**config.mk**
```make
export PLATFORM = sky130hd
export DESIGN_NAME = one_wire_bus_master
export DESIGN_NICKNAME = d
export VERILOG_FILES = /design/src/rtl/core/owbm_pkg.sv /design/src/rtl/core/one_wire_bus_master.sv
export SDC_FILE = /design/constraint.sdc
export NUM_CORES = 1
export LEC_CHECK = 0
export ABC_AREA = 1
export BUFFER_PORTS_ARGS = -buffer_cell sky130_fd_sc_hd__buf_2
export CORE_UTILIZATION = 35
export CTS_CLUSTER_SIZE = 40
export DETAILED_ROUTE_END_ITERATION = 7
export SYNTH_ARGS = -nofsm -noshare
export SYNTH_HDL_FRONTEND = slang
export SYNTH_SLANG_ARGS = --single-unit
```
**constraint.sdc**
```tcl
create_clock -name clk -period 3.7 [get_ports clk]
set_clock_uncertainty 0.05 [all_clocks]
set_input_delay 0.555 -clock clk [delete_from_list [all_inputs] [get_ports clk]]
set_output_delay 0.555 -clock clk [all_outputs]
set_load 0.03 [all_outputs]
```
**src/rtl/core/owbm_pkg.sv**
```systemverilog
// ----------------------------------------------------------------------------
// owbm_pkg
// Types, codes and slot timings shared by the 1-Wire bus master.
// ----------------------------------------------------------------------------
package owbm_pkg;

  localparam int unsigned ActionWidth = 3;
  localparam int unsigned DataWidth   = 8;
  localparam int unsigned UsWidth     = 9;
  localparam int unsigned DivWidth    = 8;
  localparam int unsigned BitsWidth   = 4;

  typedef logic [ActionWidth-1:0] action_t;
  typedef logic [DataWidth-1:0]   data_t;
  typedef logic [UsWidth-1:0]     us_t;
  typedef logic [DivWidth-1:0]    div_t;
  typedef logic [BitsWidth-1:0]   bits_t;

  typedef enum logic [1:0] {
    PH_IDLE,
    PH_LOW,
    PH_WAIT,
    PH_RECOVER
  } phase_t;

  localparam action_t ACT_TICK  = 3'd0;
  localparam action_t ACT_RESET = 3'd1;
  localparam action_t ACT_WBIT  = 3'd2;
  localparam action_t ACT_RBIT  = 3'd3;
  localparam action_t ACT_WBYTE = 3'd4;
  localparam action_t ACT_RBYTE = 3'd5;

  localparam us_t RESET_LOW_US     = 9'd480;
  localparam us_t RESET_WAIT_US    = 9'd70;
  localparam us_t RESET_RECOVER_US = 9'd410;
  localparam us_t WRITE0_LOW_US    = 9'd60;
  localparam us_t WRITE0_REC_US    = 9'd10;
  localparam us_t SHORT_LOW_US     = 9'd6;
  localparam us_t WRITE1_REC_US    = 9'd64;
  localparam us_t READ_WAIT_US     = 9'd9;
  localparam us_t READ_REC_US      = 9'd55;

  localparam bits_t BITS_ONE  = 4'd1;
  localparam bits_t BITS_BYTE = 4'd8;

  localparam div_t TICKS_PER_US_RESET = 8'd1;

  // Length of the low phase that opens a slot.
  function automatic us_t slot_low_us(action_t op, logic lsb);
    us_t d;
    if (op == ACT_RESET) begin
      d = RESET_LOW_US;
    end else if (op == ACT_RBIT || op == ACT_RBYTE) begin
      d = SHORT_LOW_US;
    end else begin
      d = lsb ? SHORT_LOW_US : WRITE0_LOW_US;
    end
    return d;
  endfunction

endpackage

```
**src/rtl/core/one_wire_bus_master.sv**
```systemverilog
// ----------------------------------------------------------------------------
// one_wire_bus_master
// 1-Wire bus master stepped by one input item per clock tick unless stalled.
// ----------------------------------------------------------------------------
// Each input item is one tick of bus time: an action code (tick only, bus
// reset, write bit, read bit, write byte, read byte), the byte to write and
// the sampled bus level. A command is taken only while idle; one that arrives
// during an operation is ignored and flagged by rejected. Every input item
// gives exactly one result item holding the bus drive, busy, done, presence,
// the last read data and the reject flag, all as of the end of that tick.
// The cfg channel writes ticks_per_us, the prescaler that turns ticks into
// microseconds of slot timing; write it only while the block is idle.
// One item is accepted per cycle unless stalled; its registered result
// shows in the next cycle. The next state is computed by one pass of logic
// from the state registers and the accepted item. in_stall is raised only
// while a result is held and out_stall is high, so a stalled receiver
// holds the input side for as long as it stalls. Synchronous reset returns
// the block to idle with ticks_per_us at 1 and empties the output register.
// ----------------------------------------------------------------------------
module one_wire_bus_master (
  input  logic             clk,
  input  logic             rst,
  input  logic             cfg_valid,
  output logic             cfg_ready,
  input  owbm_pkg::div_t   cfg_data,
  input  logic             in_valid,
  output logic             in_stall,
  input  owbm_pkg::action_t action,
  input  owbm_pkg::data_t  data_in,
  input  logic             bus_level,
  output logic             out_valid,
  input  logic             out_stall,
  output logic             drive_low,
  output logic             busy_res,
  output logic             done_res,
  output logic             presence,
  output owbm_pkg::data_t  read_data,
  output logic             rejected
);
  import owbm_pkg::*;

  div_t    ticks_per_us;
  phase_t  phase, phase_next;
  action_t operation, operation_next;
  us_t     us_timer, us_timer_next;
  div_t    prescale_count, prescale_count_next;
  bits_t   bits_left, bits_left_next;
  data_t   shift_reg, shift_reg_next;
  logic    presence_flag, presence_flag_next;
  data_t   last_read, last_read_next;

  logic    done_next, rejected_next;
  logic    drive_low_next, busy_next;
  logic    in_accept;
  logic    cmd;
  logic    is_wr, is_rd;
  div_t    div;
  data_t   sr_adv;

  assign cfg_ready = 1'b1;
  assign in_stall  = out_valid & out_stall;
  assign in_accept = in_valid & ~in_stall;

  always_comb begin
    phase_next          = phase;
    operation_next      = operation;
    us_timer_next       = us_timer;
    prescale_count_next = prescale_count;
    bits_left_next      = bits_left;
    shift_reg_next      = shift_reg;
    presence_flag_next  = presence_flag;
    last_read_next      = last_read;
    done_next           = 1'b0;
    rejected_next       = 1'b0;
    cmd    = action inside {[ACT_RESET:ACT_RBYTE]};
    is_wr  = (operation == ACT_WBIT) || (operation == ACT_WBYTE);
    is_rd  = (operation == ACT_RBIT) || (operation == ACT_RBYTE);
    div    = (ticks_per_us == '0) ? TICKS_PER_US_RESET : ticks_per_us;
    sr_adv = is_wr ? (shift_reg >> 1) : shift_reg;

    if (phase == PH_IDLE) begin
      if (cmd) begin
        operation_next = action;
        case (action)
          ACT_WBIT: begin
            shift_reg_next = {{(DataWidth-1){1'b0}}, data_in[0]};
            bits_left_next = BITS_ONE;
          end
          ACT_WBYTE: begin
            shift_reg_next = data_in;
            bits_left_next = BITS_BYTE;
          end
          ACT_RBYTE: begin
            shift_reg_next = '0;
            bits_left_next = BITS_BYTE;
          end
          default: begin
            shift_reg_next = '0;
            bits_left_next = BITS_ONE;
          end
        endcase
        phase_next          = PH_LOW;
        us_timer_next       = slot_low_us(action, shift_reg_next[0]);
        prescale_count_next = '0;
      end
    end else begin
      rejected_next = cmd;
      if ({1'b0, prescale_count} + 9'd1 >= {1'b0, div}) begin
        prescale_count_next = '0;
        if (us_timer <= us_t'(1)) begin
          us_timer_next = '0;
          case (phase)
            PH_LOW: begin
              if (operation == ACT_RESET) begin
                phase_next    = PH_WAIT;
                us_timer_next = RESET_WAIT_US;
              end else if (is_rd) begin
                phase_next    = PH_WAIT;
                us_timer_next = READ_WAIT_US;
              end else begin
                phase_next    = PH_RECOVER;
                us_timer_next = shift_reg[0] ? WRITE1_REC_US : WRITE0_REC_US;
              end
            end
            PH_WAIT: begin
              phase_next = PH_RECOVER;
              if (operation == ACT_RESET) begin
                presence_flag_next = ~bus_level;
                us_timer_next      = RESET_RECOVER_US;
              end else begin
                shift_reg_next = {bus_level, shift_reg[DataWidth-1:1]};
                us_timer_next  = READ_REC_US;
              end
            end
            default: begin
              if (bits_left > BITS_ONE) begin
                bits_left_next = bits_left - BITS_ONE;
                shift_reg_next = sr_adv;
                phase_next     = PH_LOW;
                us_timer_next  = slot_low_us(operation, sr_adv[0]);
              end else begin
                if (operation == ACT_RBIT) begin
                  last_read_next = {{(DataWidth-1){1'b0}}, shift_reg[DataWidth-1]};
                end else if (operation == ACT_RBYTE) begin
                  last_read_next = shift_reg;
                end
                phase_next     = PH_IDLE;
                bits_left_next = '0;
                done_next      = 1'b1;
              end
            end
          endcase
        end else begin
          us_timer_next = us_timer - us_t'(1);
        end
      end else begin
        prescale_count_next = prescale_count + div_t'(1);
      end
    end
  end

  always_comb begin
    drive_low_next = (phase_next == PH_LOW);
    busy_next      = (phase_next != PH_IDLE);
  end

  always_ff @(posedge clk) begin
    if (rst) begin
      ticks_per_us <= TICKS_PER_US_RESET;
    end else if (cfg_valid && cfg_ready) begin
      ticks_per_us <= cfg_data;
    end
  end

  always_ff @(posedge clk) begin
    if (rst) begin
      phase          <= PH_IDLE;
      operation      <= ACT_TICK;
      us_timer       <= '0;
      prescale_count <= '0;
      bits_left      <= '0;
      shift_reg      <= '0;
      presence_flag  <= 1'b0;
      last_read      <= '0;
    end else if (in_accept) begin
      phase          <= phase_next;
      operation      <= operation_next;
      us_timer       <= us_timer_next;
      prescale_count <= prescale_count_next;
      bits_left      <= bits_left_next;
      shift_reg      <= shift_reg_next;
      presence_flag  <= presence_flag_next;
      last_read      <= last_read_next;
    end
  end

  always_ff @(posedge clk) begin
    if (rst) begin
      out_valid <= 1'b0;
    end else if (in_accept) begin
      out_valid <= 1'b1;
    end else if (!out_stall) begin
      out_valid <= 1'b0;
    end
  end

  always_ff @(posedge clk) begin
    if (in_accept) begin
      drive_low <= drive_low_next;
      busy_res  <= busy_next;
      done_res  <= done_next;
      presence  <= presence_flag_next;
      read_data <= last_read_next;
      rejected  <= rejected_next;
    end
  end

endmodule

```
==> flow_summary.toml, run 1 <==
[outcome]
outcome = "finished, final reports clean"

[clock_network]
cts_buffers = 9
cts_root_buf = "clkbuf_16"
htree_levels = 3
cts_resized = 0
cts_hold_buf = 0
clk_latency_ps = 340
post-cts-setup-buffers = 0
clock_sinks = 65
clockBufferDepth = 2
path_clk_slew_ps = 60
tritoncts = "yes"

[placement]
dpl_worst_slack_ps = 499.0
place_area_um2 = 4329
place_congestion = 0.8699
dpl.hpwl_mm = 7.202
io_buffers = 39

[sta]
fin_crit_ps = 3212
finalMaxSlewViolations = 0
period_share = 0.8681
layout_setup_ws_ps = 487.9
setup_violations = 0
rsz0062_at_grt = "no"
fmaxAchievable_mhz = 311.3
final_hold_viol_count = 0
finalSetupTns_ps = 0
holdWs_ps = 384.2

[layout]
nets = 656
multiInputGateArea_um2 = 2130
regMostFlops = "us_timer"
design_area_um2 = 4647
drive_gt1_frac = 0.1355
regArea_um2 = 1431
fill_cells = 1131
syn_to_final_growth_pct = 15.88
antenna_cells = 0
largest_reg_flops = 9

[critical_path]
cp_data_required_time_ps = 3740
worstSetupPathType = "reg -> reg"
crit_slowest_cell = "dfxtp_1"
cp_slowest_stage_delay_ps = 380
startpoint_type = "flop"
arrival_ps = 3260
end_kind = "flop"
path_common_cell = "nand2_1"
crit_chain = "inv_1, nor3_1, nand3_1, nor3_1, xor2_1, ha_1, nand4_1, nor3_1, nand2_1, nand3_1, nand2_1, nor2_1, nand2_1, nand2_1, inv_1"
crit_path_max_fanout = 11
critPathTopFamily = "simple AND/OR/NAND/NOR gates"
cp_num_buf_inv = 2

[power_and_ir_drop]
p_total_mw = 2.499
peakVddDrop_v = 0.0003379
power_density_nw_per_um2 = 537.8
power.leakage_nw = 2.216

[floorplan]
fp.dieH_um = 109.0
die_w_um = 109.0
die-area_um2 = 11890
pin_count = 41
num_rows = 38
core_um2 = 10980
start_util = 0.3651

[synth]
yosysUniqueCellTypes = 47
synth_top_cell_by_area = "dfxtp_1"
synth_top_area_frac = 0.2596
synthTopCellsByArea = "dfxtp_1, nand2_1, edfxtp_1"
ys_async_sr_fraction = 0
synthCells = 576
postSynthAreaPerCell_um2 = 6.962
synth_ff_type = "dfxtp_1"
ys_seq_area_frac = 0.3569
syn-num-nets = 617
ys_warn_count = 0
synth_edf_count = 13
ys_ff_latch = 65
synth_area_um2 = 4010

[drt]
drt_iter0_drc = 241
wl_per_cell_um = 12.50
drc = 0
drt_first_pass_iters = 5
viasPerCell = 4.958
wirelength_mm = 9.501
ant_nets = 0
num_vias = 3768

[global_routing]
antenna_found_initial = 0
track_usage = 0.1712
grt_pass1_wl_mm = 15.61
grt.overflow.total = 0
grt_start_max_net_pins = 31
first_global_vias = 3398

[worst_hold_path]
hold_class = "in -> reg"

[run]
cap_viol_max_count = 0
through the flow:
stage / cells / utilization
global placement: 744 / 0.3942
CTS: 760 / 0.4231
floorplan: 576 / -
global route: 760 / 0.4231
detailed placement: 744 / 0.3942
finish: 760 / 0.4231
metal layers:
metal / up-vias / routed length (um) / GRT usage
met5: - / 0 / 0
met4: 0 / 149 / 0.06757
met3: 10 / 447 / 0.03885
met2: 99 / 4232 / 0.2695
met1: 1689 / 4672 / 0.2255
li1: 1970 / - / -
worst register-to-register path, delay by kind of cell, from the launching register on:
kind | cells | cell delay [ps]
AND/OR/NAND/NOR | 11 | 1940
XOR/XNOR | 1 | 120
adder cells (fa/ha/maj) | 1 | 370
flip-flops | 1 | 380
buffers and inverters | 2 | 110
cell families (layout without fill, tap and decap cells):
family,Yosys count,after routing,synth area share
other,1,1,0.0009351
AO/OA/AOI/OAI,121,121,0.1747
flip-flops,65,65,0.3569
buffers and inverters,113,157,0.1120
XOR/XNOR,10,10,0.02184
AND/OR/NAND/NOR,250,250,0.2836
adder cells (fa/ha/maj),16,16,0.04992
final timing paths:
path / start / end / slack (ps) / depth (start not counted)
worst max-delay path: prescale_count[0] / read_data[6] / 490 / 15
worst min-delay path: cfg_data[0] / ticks_per_us[0] / 380 / 3
worst max register to register: prescale_count[0] / read_data[6] / 490 / 15
worst min register to register: us_timer[6] / us_timer[6] / 420 / 2
placed cells by master (no fill, tap or decap), drive strengths merged, types with 3 or more instances in the layout:
master and instances:
nor3 10, clkinv 3, ha 16, nand3 30, o21ai 44, nand4 11
clkbuf 9, nor2 78, inv 98, a31oi 4, a21oi 44, edfxtp 13
nand2 118, xor2 9, buf 43, a211oi 9, dfxtp 52, o32ai 7
cell type report:
type                       count  area share
inverter                      98     0.07916
clock buffer                   9     0.04847
sequential                    65      0.3080
timing repair buffer          43     0.04847
clock inverter                 7     0.01992
multi-input combinational    398      0.4583
tap                          140     0.03770
synth_stat cells, types with 2 or more instances:
cell,instances
nand2_1,110
ha_1,16
inv_2,6
nor2_4,2
nor2_2,2
a21o_1,2
xor2_1,9
nor3_1,9
o21ai_1,6
nor2_1,73
nand2_2,7
nand3_1,29
clkbuf_1,5
dfxtp_1,52
a211oi_1,9
a21boi_0,2
nand4_4,2
edfxtp_1,13
inv_1,91
buf_6,2
o32ai_1,7
a31oi_1,4
o21ai_0,38
o21bai_1,2
nand4_1,9
buf_1,2
a21oi_1,44
buf_2,4
where the power goes:
group / switching, mW / total, mW / internal (mW)
clock network: 0.324 / 0.911 / 0.588
logic: 0.496 / 0.737 / 0.242
registers: 0.0471 / 0.851 / 0.803
total: 0.866 / 2.50 / 1.63
(Power assumes the default switching activity.)
==> run 2: changes to the inputs <==
BUFFER_PORTS_ARGS = -buffer_cell sky130_fd_sc_hd__buf_4   (was -buffer_cell sky130_fd_sc_hd__buf_2)
MAX_ROUTING_LAYER = met4   (was not set)
==> run 2 against run 1 <==
Net effect:
- via count fell by 0.56%
- sequential share of layout area fell by 0.59 points
- sequential power barely moved
- cell area rose by 1.9%
==> flow_summary.toml, run 2 (synthesis results as in run 1) <==
[floorplan]
num_rows = 38
core_um2 = 10980
fp.dieH_um = 109.0
pin_count = 41
die-area_um2 = 11890
die_w_um = 109.0
start_util = 0.3651

[clock_network]
post-cts-setup-buffers = 0
cts_buffers = 9
clockBufferDepth = 2
tritoncts = "yes"
path_clk_slew_ps = 60
clk_latency_ps = 340
cts_root_buf = "clkbuf_16"
htree_levels = 3
cts_hold_buf = 0
cts_resized = 0
clock_sinks = 65

[critical_path]
startpoint_type = "flop"
arrival_ps = 3220
rr_endpoint = "read_data[6]"
r2r-start = "prescale_count[0]"
end_kind = "flop"
r2r_cells = 15
cp_data_required_time_ps = 3750
r2r_slack_ps = 530
crit_path_max_fanout = 11
worstSetupPathType = "reg -> reg"

[drt]
wirelength_mm = 9.773
wl_per_cell_um = 12.88
drt_iter0_drc = 237
num_vias = 3747
drt_first_pass_iters = 4
viasPerCell = 4.937
drc = 0
ant_nets = 0

[worst_hold_path]
hold_path_end = "ticks_per_us[0]"
hp-start = "cfg_data[0]"
hold_path_depth = 3
hold_class = "in -> reg"

[layout]
antenna_cells = 0
largest_reg_flops = 9
drive_gt1_frac = 0.1341
nets = 655
regArea_um2 = 1431
regMostFlops = "us_timer"
mostFrequentLayoutCells = "nand2_1, inv_1, nor2_1, dfxtp_1, a21oi_1"
multiInputGateArea_um2 = 2130
design_area_um2 = 4737
fill_cells = 1137
syn_to_final_growth_pct = 18.13
final_common_cell = "nand2_1"

[power_and_ir_drop]
peakVddDrop_v = 0.0003155
power.leakage_nw = 2.242
power_density_nw_per_um2 = 532.6
clkPwrFrac = 0.364
p_sw_frac = 0.3479
p_comb_frac = 0.299
p_int_mw = 1.645
netSwitchingPower_uw = 877.7
seq_power_share = 0.338

[placement]
io_buffers = 39
place_congestion = 0.8603
place_area_um2 = 4419
dpl.hpwl_mm = 7.379

[global_routing]
grt_pass1_wl_mm = 16.59
first_global_vias = 3521
grt.overflow.total = 0
grt_start_max_net_pins = 30
track_usage = 0.1852
antenna_found_initial = 0

[sta]
fin_crit_ps = 3167
finalMaxSlewViolations = 0
period_share = 0.8560
setup_violations = 0
final_hold_viol_count = 0
max_slew_margin = 0.6428
finalSetupTns_ps = 0
fmaxAchievable_mhz = 315.7
tightestPinTransition_ps = 529.2
rsz0062_at_grt = "no"

[outcome]
outcome = "finished, final reports clean"

[run]
cap_viol_max_count = 0
run 2: cell count changes in the layout (fill, tap and decap cells not counted), sizes merged:
cell	previous run	this run
buf	43	42
run 2: worst max-delay path by stage:
stage	from	end	slack (ps)	cells past startpoint
after floorplan	prescale_count[0]	presence	1000	14
after global placement	prescale_count[0]	read_data[6]	660	15
after detailed placement	prescale_count[0]	read_data[6]	530	15
after CTS	prescale_count[0]	read_data[6]	510	15
after global routing	prescale_count[0]	read_data[3]	230	15
final	prescale_count[0]	read_data[6]	530	15
run 2: per-layer routing:
| metal | share of wire | global-route usage |
|---|---|---|
| met5 | 0 | - |
| met4 | 0.013 | 0.04826 |
| met3 | 0.051 | 0.04961 |
| met2 | 0.45 | 0.2875 |
| met1 | 0.49 | 0.2368 |
run 2: power by group through the flow:
stage,logic (mW),registers [mW],clock network [mW]
final,0.754,0.852,0.917
after floorplan,0.556,0.882,0
after CTS,0.757,0.852,0.937
after detailed placement,0.754,0.866,0
after global placement,0.739,0.864,0
after global routing,0.857,0.861,0.972
run 2: per-stage QoR:
| step | hold slack [ps] | cells | util | worst slack (ps) | total power [mW] |
|---|---|---|---|---|---|
| global placement | 406.9 | 743 | 0.4024 | 660.2 | 1.603 |
| global route | 370.6 | 759 | 0.4313 | 234.1 | 2.690 |
| finish | 370.3 | 759 | 0.4313 | 532.8 | 2.523 |
| floorplan | 380.8 | 576 | - | 997.5 | 1.438 |
| detailed placement | 419.3 | 743 | 0.4024 | 532.5 | 1.620 |
| CTS | 366.0 | 759 | 0.4313 | 509.9 | 2.546 |
run 2: layout make-up:
| type | instances | area share |
|---|---|---|
| clock buffers | 9 | 0.04754 |
| clock inverters | 7 | 0.01955 |
| inverters | 98 | 0.07765 |
| multi-input cells | 398 | 0.4496 |
| flip-flops and latches | 65 | 0.3022 |
| well taps | 140 | 0.03698 |
| repair buffers | 42 | 0.06656 |
run 2: critical path, stage by stage (launching register included):
cell and delay, ps:
dfxtp_1 380, inv_1 70, nor3_1 300, nand3_1 160, nor3_1 220, xor2_1 130
ha_1 360, nand4_1 120, nor3_1 140, nand2_1 140, nand3_1 320, nand2_1 150
nor2_1 180, nand2_1 80, nand2_1 90, inv_1 40
==> run 3: changes to the inputs <==
clock period = 3 ns   (was 3.7 ns; I/O delays follow)
==> run 3 against run 2 <==
Net effect:
- worst hold slack got worse by 90 ps
- sequential share of layout area decreased by 0.58 points
- combinational power is 28% higher
- via count is 0.40% higher
- cell area increased by 2.1%
- cell count up 0.53%
- global-route usage down 0.29 points
- utilization up 0.89 points
- maximum frequency up 14%
- critical path depth grew 1
- sequential power is 23% higher
- clock power is 30% higher
- critical path type unchanged
- largest cell class unchanged
==> flow_summary.toml, run 3 (synthesis results as in run 1) <==
[outcome]
outcome = "finished, final reports clean"

[worst_hold_path]
hp-start = "cfg_data[0]"
hold_class = "in -> reg"
hold_path_end = "ticks_per_us[0]"
hold_path_depth = 3

[layout]
mostFrequentLayoutCells = "nand2_1, inv_1, nor2_1, dfxtp_1, buf_4"
syn_to_final_growth_pct = 20.56
final_common_cell = "nand2_1"
nets = 659
fill_cells = 1124
drive_gt1_frac = 0.1509
design_area_um2 = 4835
regMostFlops = "us_timer"
regArea_um2 = 1433
fin_cells = 763
antenna_cells = 0
multiInputGateArea_um2 = 2175
largest_reg_flops = 9

[clock_network]
clk_latency_ps = 330
cts_hold_buf = 0
clock_sinks = 65
path_clk_slew_ps = 60
clockBufferDepth = 2
tritoncts = "yes"
cts_buffers = 9
post-cts-setup-buffers = 0
cts_root_buf = "clkbuf_16"
htree_levels = 3

[run]
cap_viol_max_count = 0

[placement]
dpl.hpwl_mm = 7.356
place_congestion = 0.8593
dp_cells = 747
io_buffers = 39
place_area_um2 = 4449

[drt]
wirelength_mm = 9.917
ant_nets = 0
drt_iter0_drc = 247
viasPerCell = 4.931
drt_first_pass_iters = 4
wl_per_cell_um = 13.00
num_vias = 3762
drc = 0

[sta]
fmaxAchievable_mhz = 359.0
fin_crit_ps = 2785
rsz0062_at_grt = "no"
finalMaxSlewViolations = 0
period_share = 0.9285
setup_violations = 0
final_hold_viol_count = 0

[critical_path]
rr_endpoint = "drive_low"
r2r-start = "prescale_count[0]"
cp_data_required_time_ps = 3040
r2r_slack_ps = 210
r2r_cells = 16
worstSetupPathType = "reg -> reg"
startpoint_type = "flop"
end_kind = "flop"
crit_path_max_fanout = 5
arrival_ps = 2820

[global_routing]
grt_start_max_net_pins = 30
track_usage = 0.1823
grt.overflow.total = 0
first_global_vias = 3529
grt_pass1_wl_mm = 16.44
antenna_found_initial = 0

[floorplan]
die_w_um = 109.0
num_rows = 38
start_util = 0.3651
core_um2 = 10980
fp.dieH_um = 109.0
pin_count = 41
die-area_um2 = 11890

[power_and_ir_drop]
power.leakage_nw = 2.278
power_density_nw_per_um2 = 662.2
peakVddDrop_v = 0.0003869
run 3: changes by cell type in the layout (fill, tap and decap cells not counted), sizes merged:
cell / previous run / this run
buf: 42 / 46
clkinv: 3 / 2
clkbuf: 9 / 11
clkinvlp: 2 / 1
run 3: how the worst max path moves through the flow:
stage,start,slack (ps),endpoint
6_report,prescale_count[0],210,drive_low
5_1_grt,prescale_count[0],20,last_read[7]
4_1_cts,prescale_count[0],10,busy_res
3_5_place_dp,prescale_count[0],-2,drive_low
3_3_place_gp,prescale_count[0],120,read_data[6]
2_1_floorplan,prescale_count[0],300,presence
run 3: worst max-delay path: stages (launching register included):
cell	delay (ps)
dfxtp_2	360
inv_1	70
nor3_2	220
nand3_1	160
nor3_2	150
xor2_1	110
ha_1	360
nand4_1	110
nor3_1	150
nand2_1	170
nand3_4	150
buf_4	140
nand2_1	50
o21ai_1	70
nand2_1	80
nand2_1	90
nor2_1	40
run 3: where the power goes:
part / internal, mW / total, mW / leakage (nW) / switching [mW]
Sequential: 0.991 / 1.05 / 0.558 / 0.0609
Clock: 0.782 / 1.19 / 0.161 / 0.405
Combinational: 0.336 / 0.962 / 1.56 / 0.626
Total: 2.11 / 3.20 / 2.28 / 1.09
run 3: routing by layer:
metal | part of all wire | track usage | up-vias | routed length, um
met5 | 0 | - | - | 0
met1 | 0.50 | 0.2394 | 1703 | 4927
met2 | 0.45 | 0.2821 | 81 | 4437
li1 | - | - | 1969 | -
met4 | 0.011 | 0.05019 | 0 | 110
met3 | 0.044 | 0.03825 | 9 | 441
run 3: metrics by stage:
| step | total power [mW] | TNS (ps) | hold slack [ps] | setup slack (ps) | util |
|---|---|---|---|---|---|
| CTS | 3.209 | 0 | 267.5 | 9.524 | 0.4364 |
| finish | 3.201 | 0 | 280.0 | 214.6 | 0.4402 |
| global route | 3.395 | 0 | 287.8 | 20.26 | 0.4402 |
| global placement | 1.994 | 0 | 406.8 | 120.2 | 0.4051 |
| detailed placement | 2.013 | -4.129 | 414.6 | -2.397 | 0.4051 |
| floorplan | 1.774 | 0 | 380.8 | 297.5 | - |
run 3: cell type report:
| class | instances | share of cell area |
|---|---|---|
| clock buffer | 11 | 0.05254 |
| multi-input combinational | 398 | 0.4498 |
| tap | 140 | 0.03623 |
| inverter | 98 | 0.07609 |
| timing repair buffer | 46 | 0.07143 |
| clock inverter | 5 | 0.01760 |
| sequential | 65 | 0.2963 |
run 3: timing repair:
item / in CTS / in global routing
endpoints found under the hold margin: 0 / 0
pin swaps: 0 / 3
setup endpoints to repair: 5 / 24
resized for setup: 1 / 8
